File: src/acp_pkg.sv
// ----------------------------------------------------------------------------
// acp_pkg: shared types and constants of the attitude PID core
// Holds fixed-point limits, register indexes, the gain bank type and the
// control word that the sequencer hands to the multiply-accumulate unit.
// ----------------------------------------------------------------------------
package acp_pkg;

  localparam int ACCEL_LIMIT    = 16384;
  localparam int INTEGRAL_LIMIT = 1048576;
  localparam int VERTICAL_GUARD = 14563;
  localparam int STEP_SHIFT     = 8;
  localparam int FRAC_SHIFT     = 8 + STEP_SHIFT;

  localparam int GAIN_W  = 16;
  localparam int DATA_W  = 16;
  localparam int INTEG_W = 32;
  localparam int OPD_W   = 33;
  localparam int PROD_W  = GAIN_W + 1 + OPD_W;
  localparam int ACC_W   = 58;

  localparam int CFG_IDX_W = 8;
  localparam int NUM_REGS  = 8;

  localparam logic [CFG_IDX_W-1:0] REG_PITCH_P = CFG_IDX_W'(0);
  localparam logic [CFG_IDX_W-1:0] REG_PITCH_D = CFG_IDX_W'(1);
  localparam logic [CFG_IDX_W-1:0] REG_PITCH_I = CFG_IDX_W'(2);
  localparam logic [CFG_IDX_W-1:0] REG_YAW_P   = CFG_IDX_W'(3);
  localparam logic [CFG_IDX_W-1:0] REG_YAW_D   = CFG_IDX_W'(4);
  localparam logic [CFG_IDX_W-1:0] REG_YAW_I   = CFG_IDX_W'(5);
  localparam logic [CFG_IDX_W-1:0] REG_ROLL_P  = CFG_IDX_W'(6);
  localparam logic [CFG_IDX_W-1:0] REG_ROLL_D  = CFG_IDX_W'(7);

  typedef enum logic [1:0] {
    AX_ROLL,
    AX_PITCH,
    AX_YAW
  } axis_e;

  typedef struct packed {
    logic [GAIN_W-1:0] pitch_p;
    logic [GAIN_W-1:0] pitch_d;
    logic [GAIN_W-1:0] pitch_i;
    logic [GAIN_W-1:0] yaw_p;
    logic [GAIN_W-1:0] yaw_d;
    logic [GAIN_W-1:0] yaw_i;
    logic [GAIN_W-1:0] roll_p;
    logic [GAIN_W-1:0] roll_d;
  } gains_t;

  typedef struct packed {
    logic  valid;
    logic  first;
    logic  last;
    logic  neg;
    logic  scale;
    axis_e axis;
  } mac_ctrl_t;

endpackage

File: src/three_axis_attitude_pid_core.sv
// ----------------------------------------------------------------------------
// three_axis_attitude_pid_core: three-axis attitude PID controller
// Sequences eight multiply-accumulate steps per control tick through one
// shared multiplier and keeps the pitch and yaw integrators.
// ----------------------------------------------------------------------------
//  Channel   Direction  Carries
//  s_axis    in         one control tick: angles, rates, targets
//  m_axis    out        roll, pitch and yaw accelerations, guard flag
//  cfg       in         gain register writes, index and 16-bit value
//
//  A tick occupies the block from acceptance while the step counter drives
//  the shared multiplier and its two-stage accumulate path, and then until
//  the output register is loaded.
//  Reset clears the gains to their defaults and both integrators to zero.
//  A stalled output holds its result; a new request is taken meanwhile and
//  waits at its end until the output register frees.
// ----------------------------------------------------------------------------
module three_axis_attitude_pid_core import acp_pkg::*; (
  input  logic                 clk_i,
  input  logic                 rst_ni,
  input  logic                 s_axis_tvalid,
  output logic                 s_axis_tready,
  // roll_angle, pitch_angle, heading_angle, roll_rate, pitch_rate, yaw_rate,
  // pitch_target, heading_target, roll_target
  input  logic [143:0]         s_axis_tdata,
  // pitch_target_valid, heading_target_valid, roll_target_valid
  input  logic [2:0]           s_axis_tuser,
  output logic                 m_axis_tvalid,
  input  logic                 m_axis_tready,
  // roll_accel, pitch_accel, yaw_accel
  output logic [47:0]          m_axis_tdata,
  // guard_active
  output logic [0:0]           m_axis_tuser,
  input  logic                 cfg_valid,
  output logic                 cfg_ready,
  input  logic [CFG_IDX_W-1:0] cfg_index,
  input  logic [GAIN_W-1:0]    cfg_data
);

  typedef enum logic [1:0] {
    ST_IDLE,
    ST_RUN,
    ST_DONE
  } state_e;

  localparam int STEP_W = 4;
  localparam logic [STEP_W-1:0] LAST_ISSUE = STEP_W'(7);
  localparam logic [STEP_W-1:0] LAST_STEP  = STEP_W'(9);
  localparam logic signed [INTEG_W:0] IntLimPos = (INTEG_W+1)'(INTEGRAL_LIMIT);
  localparam logic signed [INTEG_W:0] IntLimNeg = -(INTEG_W+1)'(INTEGRAL_LIMIT);

  gains_t gains;

  state_e             state_q;
  logic [STEP_W-1:0]  step_q;
  logic               m_valid_q;
  logic [47:0]        m_data_q;
  logic               m_guard_q;

  logic signed [16:0]        e_pitch_q;
  logic signed [DATA_W-1:0]  e_yaw_q, e_roll_q;
  logic signed [DATA_W-1:0]  p_q, q_q, r_q;
  logic                      guard_q;
  logic signed [INTEG_W-1:0] pint_q, yint_q;
  logic signed [DATA_W-1:0]  roll_res_q, pitch_res_q, yaw_res_q;

  logic signed [DATA_W-1:0] in_roll, in_pitch, in_head, in_pt, in_ht, in_rt;
  logic signed [16:0]       pitch_ext, pitch_abs, e_pitch_d;
  logic                     guard_d;
  logic signed [DATA_W-1:0] rt_sel;

  logic                     accept;
  logic                     out_load;
  logic                     integ_step;
  logic signed [INTEG_W:0]  pint_sum, yint_sum;
  logic signed [INTEG_W-1:0] pint_d, yint_d;

  mac_ctrl_t                mac_ctrl;
  logic [GAIN_W-1:0]        mac_gain;
  logic signed [OPD_W-1:0]  mac_opd;
  logic                     res_valid;
  axis_e                    res_axis;
  logic signed [DATA_W-1:0] res;

  acp_cfg_regs u_cfg (
    .clk_i       (clk_i),
    .rst_ni      (rst_ni),
    .cfg_valid_i (cfg_valid),
    .cfg_ready_o (cfg_ready),
    .cfg_index_i (cfg_index),
    .cfg_data_i  (cfg_data),
    .gains_o     (gains)
  );

  acp_mac u_mac (
    .clk_i       (clk_i),
    .rst_ni      (rst_ni),
    .ctrl_i      (mac_ctrl),
    .gain_i      (mac_gain),
    .opd_i       (mac_opd),
    .res_valid_o (res_valid),
    .res_axis_o  (res_axis),
    .res_o       (res)
  );

  assign s_axis_tready = (state_q == ST_IDLE);
  assign accept        = s_axis_tvalid & s_axis_tready;
  assign out_load      = (state_q == ST_DONE) && (!m_valid_q || m_axis_tready);
  assign m_axis_tvalid = m_valid_q;
  assign m_axis_tdata  = m_data_q;
  assign m_axis_tuser  = m_guard_q;

  // Error terms and the vertical guard are formed once at acceptance.
  always_comb begin
    in_roll   = s_axis_tdata[15:0];
    in_pitch  = s_axis_tdata[31:16];
    in_head   = s_axis_tdata[47:32];
    in_pt     = s_axis_tdata[111:96];
    in_ht     = s_axis_tdata[127:112];
    in_rt     = s_axis_tdata[143:128];
    pitch_ext = {in_pitch[15], in_pitch};
    pitch_abs = in_pitch[15] ? -pitch_ext : pitch_ext;
    guard_d   = pitch_abs > 17'(VERTICAL_GUARD);
    e_pitch_d = s_axis_tuser[0] ? ({in_pt[15], in_pt} - pitch_ext) : '0;
    rt_sel    = s_axis_tuser[2] ? in_rt : '0;
  end

  always_ff @(posedge clk_i) begin
    if (accept) begin
      e_pitch_q <= e_pitch_d;
      e_yaw_q   <= (s_axis_tuser[1] && !guard_d) ? (in_ht - in_head) : '0;
      e_roll_q  <= guard_d ? '0 : (rt_sel - in_roll);
      p_q       <= s_axis_tdata[63:48];
      q_q       <= s_axis_tdata[79:64];
      r_q       <= s_axis_tdata[95:80];
      guard_q   <= guard_d;
    end
  end

  // Integrators advance in the first step, ahead of their use; the yaw integrator holds while the guard is active.
  assign integ_step = (state_q == ST_RUN) && (step_q == '0);

  always_comb begin
    pint_sum = {pint_q[INTEG_W-1], pint_q} + (INTEG_W+1)'(e_pitch_q);
    yint_sum = {yint_q[INTEG_W-1], yint_q} + (INTEG_W+1)'(e_yaw_q);
    if (pint_sum > IntLimPos) begin
      pint_d = INTEG_W'(IntLimPos);
    end else if (pint_sum < IntLimNeg) begin
      pint_d = INTEG_W'(IntLimNeg);
    end else begin
      pint_d = INTEG_W'(pint_sum);
    end
    if (yint_sum > IntLimPos) begin
      yint_d = INTEG_W'(IntLimPos);
    end else if (yint_sum < IntLimNeg) begin
      yint_d = INTEG_W'(IntLimNeg);
    end else begin
      yint_d = INTEG_W'(yint_sum);
    end
  end

  always_ff @(posedge clk_i or negedge rst_ni) begin
    if (!rst_ni) begin
      pint_q <= '0;
      yint_q <= '0;
    end else if (integ_step) begin
      pint_q <= pint_d;
      if (!guard_q) begin
        yint_q <= yint_d;
      end
    end
  end

  // Step program for the shared multiplier.
  always_comb begin
    mac_ctrl       = '0;
    mac_ctrl.axis  = AX_PITCH;
    mac_ctrl.valid = (state_q == ST_RUN) && (step_q <= LAST_ISSUE);
    mac_gain       = '0;
    mac_opd        = '0;
    case (step_q[2:0])
      3'd0: begin
        mac_gain = gains.pitch_p; mac_opd = OPD_W'(e_pitch_q);
        mac_ctrl.first = 1'b1; mac_ctrl.scale = 1'b1;
      end
      3'd1: begin
        mac_gain = gains.pitch_d; mac_opd = OPD_W'(q_q);
        mac_ctrl.neg = 1'b1; mac_ctrl.scale = 1'b1;
      end
      3'd2: begin
        mac_gain = gains.pitch_i; mac_opd = OPD_W'(pint_q);
        mac_ctrl.last = 1'b1;
      end
      3'd3: begin
        mac_gain = gains.yaw_p; mac_opd = OPD_W'(e_yaw_q);
        mac_ctrl.first = 1'b1; mac_ctrl.scale = 1'b1; mac_ctrl.axis = AX_YAW;
      end
      3'd4: begin
        mac_gain = gains.yaw_d; mac_opd = OPD_W'(r_q);
        mac_ctrl.neg = 1'b1; mac_ctrl.scale = 1'b1; mac_ctrl.axis = AX_YAW;
      end
      3'd5: begin
        mac_gain = gains.yaw_i; mac_opd = guard_q ? '0 : OPD_W'(yint_q);
        mac_ctrl.last = 1'b1; mac_ctrl.axis = AX_YAW;
      end
      3'd6: begin
        mac_gain = gains.roll_p; mac_opd = OPD_W'(e_roll_q);
        mac_ctrl.first = 1'b1; mac_ctrl.scale = 1'b1; mac_ctrl.axis = AX_ROLL;
      end
      default: begin
        mac_gain = gains.roll_d; mac_opd = OPD_W'(p_q);
        mac_ctrl.neg = 1'b1; mac_ctrl.scale = 1'b1; mac_ctrl.last = 1'b1;
        mac_ctrl.axis = AX_ROLL;
      end
    endcase
  end

  always_ff @(posedge clk_i) begin
    if (res_valid) begin
      case (res_axis)
        AX_ROLL:  roll_res_q  <= res;
        AX_YAW:   yaw_res_q   <= res;
        default:  pitch_res_q <= res;
      endcase
    end
  end

  always_ff @(posedge clk_i or negedge rst_ni) begin
    if (!rst_ni) begin
      state_q   <= ST_IDLE;
      step_q    <= '0;
      m_valid_q <= 1'b0;
      m_data_q  <= '0;
      m_guard_q <= 1'b0;
    end else begin
      if (out_load) begin
        m_valid_q <= 1'b1;
      end else if (m_valid_q && m_axis_tready) begin
        m_valid_q <= 1'b0;
      end
      unique case (state_q)
        ST_IDLE: begin
          step_q <= '0;
          if (accept) begin
            state_q <= ST_RUN;
          end
        end
        ST_RUN: begin
          step_q <= step_q + STEP_W'(1);
          if (step_q == LAST_STEP) begin
            state_q <= ST_DONE;
          end
        end
        ST_DONE: begin
          if (out_load) begin
            m_data_q  <= {yaw_res_q, pitch_res_q, roll_res_q};
            m_guard_q <= guard_q;
            state_q   <= ST_IDLE;
          end
        end
        default: state_q <= ST_IDLE;
      endcase
    end
  end

endmodule

File: src/acp_cfg_regs.sv
// ----------------------------------------------------------------------------
// acp_cfg_regs: gain register bank
// Eight 16-bit unsigned Q8.8 gains written through the configuration
// channel. Writes to indexes beyond the bank are dropped.
// ----------------------------------------------------------------------------
module acp_cfg_regs import acp_pkg::*; (
  input  logic                 clk_i,
  input  logic                 rst_ni,
  input  logic                 cfg_valid_i,
  output logic                 cfg_ready_o,
  input  logic [CFG_IDX_W-1:0] cfg_index_i,
  input  logic [GAIN_W-1:0]    cfg_data_i,
  output gains_t               gains_o
);

  gains_t gains_q, gains_d;

  assign cfg_ready_o = 1'b1;
  assign gains_o     = gains_q;

  always_comb begin
    gains_d = gains_q;
    if (cfg_valid_i) begin
      unique case (cfg_index_i)
        REG_PITCH_P: gains_d.pitch_p = cfg_data_i;
        REG_PITCH_D: gains_d.pitch_d = cfg_data_i;
        REG_PITCH_I: gains_d.pitch_i = cfg_data_i;
        REG_YAW_P:   gains_d.yaw_p   = cfg_data_i;
        REG_YAW_D:   gains_d.yaw_d   = cfg_data_i;
        REG_YAW_I:   gains_d.yaw_i   = cfg_data_i;
        REG_ROLL_P:  gains_d.roll_p  = cfg_data_i;
        REG_ROLL_D:  gains_d.roll_d  = cfg_data_i;
        default: ;
      endcase
    end
  end

  always_ff @(posedge clk_i or negedge rst_ni) begin
    if (!rst_ni) begin
      gains_q <= '{pitch_p: GAIN_W'(256), pitch_d: '0, pitch_i: '0,
                   yaw_p: GAIN_W'(256), yaw_d: '0, yaw_i: '0,
                   roll_p: GAIN_W'(256), roll_d: '0};
    end else begin
      gains_q <= gains_d;
    end
  end

endmodule

File: src/acp_mac.sv
// ----------------------------------------------------------------------------
// acp_mac: shared multiply-accumulate unit
// One registered 17x33 signed multiply, an accumulate stage, and a floor
// shift with saturation that presents each finished axis acceleration.
// ----------------------------------------------------------------------------
module acp_mac import acp_pkg::*; (
  input  logic                    clk_i,
  input  logic                    rst_ni,
  input  mac_ctrl_t               ctrl_i,
  input  logic [GAIN_W-1:0]       gain_i,
  input  logic signed [OPD_W-1:0] opd_i,
  output logic                    res_valid_o,
  output axis_e                   res_axis_o,
  output logic signed [DATA_W-1:0] res_o
);

  localparam logic signed [ACC_W-1:0] LimPos = ACC_W'(ACCEL_LIMIT);
  localparam logic signed [ACC_W-1:0] LimNeg = -ACC_W'(ACCEL_LIMIT);

  mac_ctrl_t                 c1_q, c2_q;
  logic signed [PROD_W-1:0]  prod_q, prod_d;
  logic signed [ACC_W-1:0]   acc_q, acc_d;
  logic signed [ACC_W-1:0]   term_ext, term, base, shifted;
  logic signed [GAIN_W:0]    gain_s;

  assign gain_s = $signed({1'b0, gain_i});
  assign prod_d = gain_s * opd_i;

  always_comb begin
    term_ext = ACC_W'(prod_q);
    term     = c1_q.scale ? (term_ext <<< STEP_SHIFT) : term_ext;
    base     = c1_q.first ? '0 : acc_q;
    acc_d    = c1_q.neg ? (base - term) : (base + term);
  end

  always_comb begin
    shifted = acc_q >>> FRAC_SHIFT;
    if (shifted > LimPos) begin
      res_o = DATA_W'(LimPos);
    end else if (shifted < LimNeg) begin
      res_o = DATA_W'(LimNeg);
    end else begin
      res_o = DATA_W'(shifted);
    end
  end

  assign res_valid_o = c2_q.valid & c2_q.last;
  assign res_axis_o  = c2_q.axis;

  always_ff @(posedge clk_i or negedge rst_ni) begin
    if (!rst_ni) begin
      c1_q <= '0;
      c2_q <= '0;
    end else begin
      c1_q <= ctrl_i;
      c2_q <= c1_q;
    end
  end

  always_ff @(posedge clk_i) begin
    if (ctrl_i.valid) begin
      prod_q <= prod_d;
    end
    if (c1_q.valid) begin
      acc_q <= acc_d;
    end
  end

endmodule

File: config.mk
export PLATFORM = sky130hd
export DESIGN_NAME = three_axis_attitude_pid_core
export DESIGN_NICKNAME = d
export VERILOG_FILES = /design/src/acp_pkg.sv /design/src/three_axis_attitude_pid_core.sv /design/src/acp_cfg_regs.sv /design/src/acp_mac.sv
export SDC_FILE = /design/constraint.sdc
export NUM_CORES = 2
export LEC_CHECK = 0
export ABC_AREA = 1
export BUFFER_PORTS_ARGS = -buffer_cell sky130_fd_sc_hd__buf_2
export CAP_MARGIN = 10
export CELL_PAD_IN_SITES_DETAIL_PLACEMENT = 0
export CELL_PAD_IN_SITES_GLOBAL_PLACEMENT = 1
export CORE_ASPECT_RATIO = 2
export CORE_UTILIZATION = 41
export DETAILED_ROUTE_END_ITERATION = 8
export MAX_ROUTING_LAYER = met4
export PLACE_DENSITY = 0.81
export SLEW_MARGIN = 20
export SYNTH_ARGS = -nofsm -noshare
export SYNTH_HDL_FRONTEND = slang
export SYNTH_SLANG_ARGS = --single-unit
File: constraint.sdc
create_clock -name clk_i -period 10.1 [get_ports clk_i]
set_input_delay 1.01 -clock clk_i [delete_from_list [all_inputs] [get_ports clk_i]]
set_output_delay 1.01 -clock clk_i [all_outputs]
set_load 0.05 [all_outputs]
==> results.toml <==
[sta]
rsz0062_at_grt = "no"
max_freq_mhz = 102
skew_ns = 0.0465
drv_slew = 0
whs_ns = 0.293
period_minus_slack_ns = 9.76
setup_tns_ns = 0
setup_viol = 0
hold_viol_final = 0
post-route-period-util = 0.966
max_slew.worst_pin.slew_ns = 1.19
slew_headroom = 0.201

[logic_synthesis]
netlist.area_leader.share = 0.191
synth-main-ff-cell = "dfrtp_1"
synthTopCellsByArea = "fa_1 (19%), edfxtp_1 (15%), dfrtp_1 (12%)"
synth_nets = 7656
synth.avg_cell_area_um2 = 7.83
synth_area_leader_cell = "fa_1"
netlist_instances = 6689
synthArstFlopShare = 0.505
seq_area_frac_synth = 0.269
synth_area_mm2 = 0.0524
ys_seq_elements = 513
yosysMostFrequentCell = "nand2_1"
yosysWarnings = 0
synth_edf_count = 254
synthDistinctLibCells = 72
yosys-top-cells-count = "nand2_1 (1570), inv_1 (1303), nor2_1 (720)"

[layout]
layout.nets = 7835
drive_gt1_frac = 0.0825
syn_to_final_growth_pct = 9.20
stdcell_area_mm2 = 0.0572
layout.cells.non_filler = 8594

[routing]
wl_um = 205000
drt_iter0_markers = 2965
wire_per_inst_um = 23.8
antenna_left = 0
first_pass_iters = 7
drc = 0
vias = 45900
viasPerCell = 5.34

[floorplanning]
core_mm2 = 0.127
die_w_um = 255
num_io_pins = 228
start_util = 0.413
chipHeight_um = 508
rows = 185
dieArea_mm2 = 0.129

[place]
hpwl_um = 171000
gp_congestion = 1.05
portBuffers = 226
place_area_mm2 = 0.0555
dp_cells = 8499

[setup_path]
crit_top_cell = "inv_1"
worstPathArrival_ns = 10.17
crit_path_max_incr_delay_ns = 0.87
criticalPathCategory = "reg -> reg"
slowest_stage = "a21boi_0"
worst_setup_path_end_kind = "flip-flop"
required_ns = 10.51
worst-path-max-fanout = 16
start_kind = "flip-flop"

[clocking]
clock_latency_ns = 0.69
numCtsBuffers = 50
post_cts_buffers = 0
cts_tree = "done"
root_buffer = "clkbuf_16"
hold_buffers = 0
path_clk_slew_ns = 0.07
ctsResizeCount = 0
cts-htree-levels = 2
cts_buffer_depth = 3
cts.sinks = 513

[min_path]
min_path_type = "in -> async"

[global_route]
globalRouteOverflowTotal = 0
grt_pass1_wl_um = 301000
grt_max_degree = 80
grt_pass1_vias = 49000
grt_use_total = 0.330
antenna_found_initial = 6

[status]
status = "finished, final reports clean"

[flow_run]
cap_viol_max_count = 0
final timing paths:
kind	depth (start not counted)	start	to	slack, ns
max reg2reg	31	step_q[0]	u_mac.prod_q[23]	0.34
min	1	rst_ni	u_mac.c1_q[0]	0.29
min reg2reg	0	u_mac.c1_q[0]	u_mac.res_axis_o[0]	0.36
max in group asynchronous	3	rst_ni	u_cfg.gains_o[109]	7.43
min in group clk_i	0	u_mac.c1_q[0]	u_mac.res_axis_o[0]	0.36
max	31	step_q[0]	u_mac.prod_q[23]	0.34
cells by family after synthesis:
| kind of cell | count (synthesis) | share of synthesized area |
|---|---|---|
| flops | 513 | 0.269 |
| xor+xnor | 183 | 0.0306 |
| compound gates | 890 | 0.103 |
| buf+inv | 1505 | 0.111 |
| other cells | 1 | 0.0000716 |
| fa+ha+maj | 791 | 0.260 |
| simple gates | 2757 | 0.215 |
| mux | 49 | 0.0105 |
metal layers:
layer	global-route usage	up-vias	share of wire
li1	-	21300	-
met1	0.288	22200	0.31
met2	0.617	1563	0.54
met3	0.0365	738	0.042
met4	0.283	0	0.11
met5	-	-	0
state kept, by name, indices dropped and copies added (netlist names):
register / flops
roll_res_q: 16
guard_q: 1
step_q: 4
m_axis_tdata: 48
m_axis_tvalid: 1
q_q: 16
pint_q: 32
u_mac.res_axis_o: 2
m_axis_tuser: 1
u_cfg.gains_o: 128
e_roll_q: 16
r_q: 16
e_pitch_q: 17
yaw_res_q: 16
yint_q: 32
u_mac.c2_q: 2
e_yaw_q: 16
u_mac.c1_q: 7
p_q: 16
u_mac.acc_q: 58
u_mac.prod_q: 50
pitch_res_q: 16
state_q: 2
through the flow:
step | worst slack [ns] | util
final | 0.338 | 0.451
after floorplan | 2.62 | -
after global placement | 0.657 | 0.437
after detailed placement | 0.673 | 0.437
after CTS | 0.609 | 0.451
after global routing | 0.0609 | 0.451
layout make-up:
cell class | count | area, um^2
sequential | 513 | 14100
clock buffer | 62 | 1360
tap | 1683 | 2110
inverter | 1332 | 5000
antenna | 2 | 5.00
multi-input combinational | 4671 | 32500
clock inverter | 31 | 370
timing repair buffer | 300 | 1730
fill | 13000 | 69600
worst max-delay path, delay by kind of cell, from the launching register on:
kind,cells,cell delay (ns)
AOI/OAI and AO/OA,9,3.62
adders and majority gates,8,3.01
buffers and inverters,10,1.50
and+or+nand+nor,3,0.83
DFF,1,0.38
xor gates and xnor gates,1,0.12
cell usage in the layout (no fill, tap or decap), drive strengths merged, types with 12 or more instances in the layout:
cell	instances
nor4	22
nand3	247
o22ai	13
a21o	26
or2	16
xor2	121
a22o	37
a21oi	295
o21ai	364
nand2	1586
clkinv	16
nand4	48
o21bai	20
xnor2	62
o21a	13
fa	499
a221oi	36
a31oi	26
nand3b	16
nor3	68
nor2	739
edfxtp	254
buf	300
dfrtp	256
mux2	49
o211ai	12
inv	1340
clkbuf	62
ha	292
Power is not shown: default switching activity piles up to over one toggle a cycle in this logic, so the estimate is an artifact.
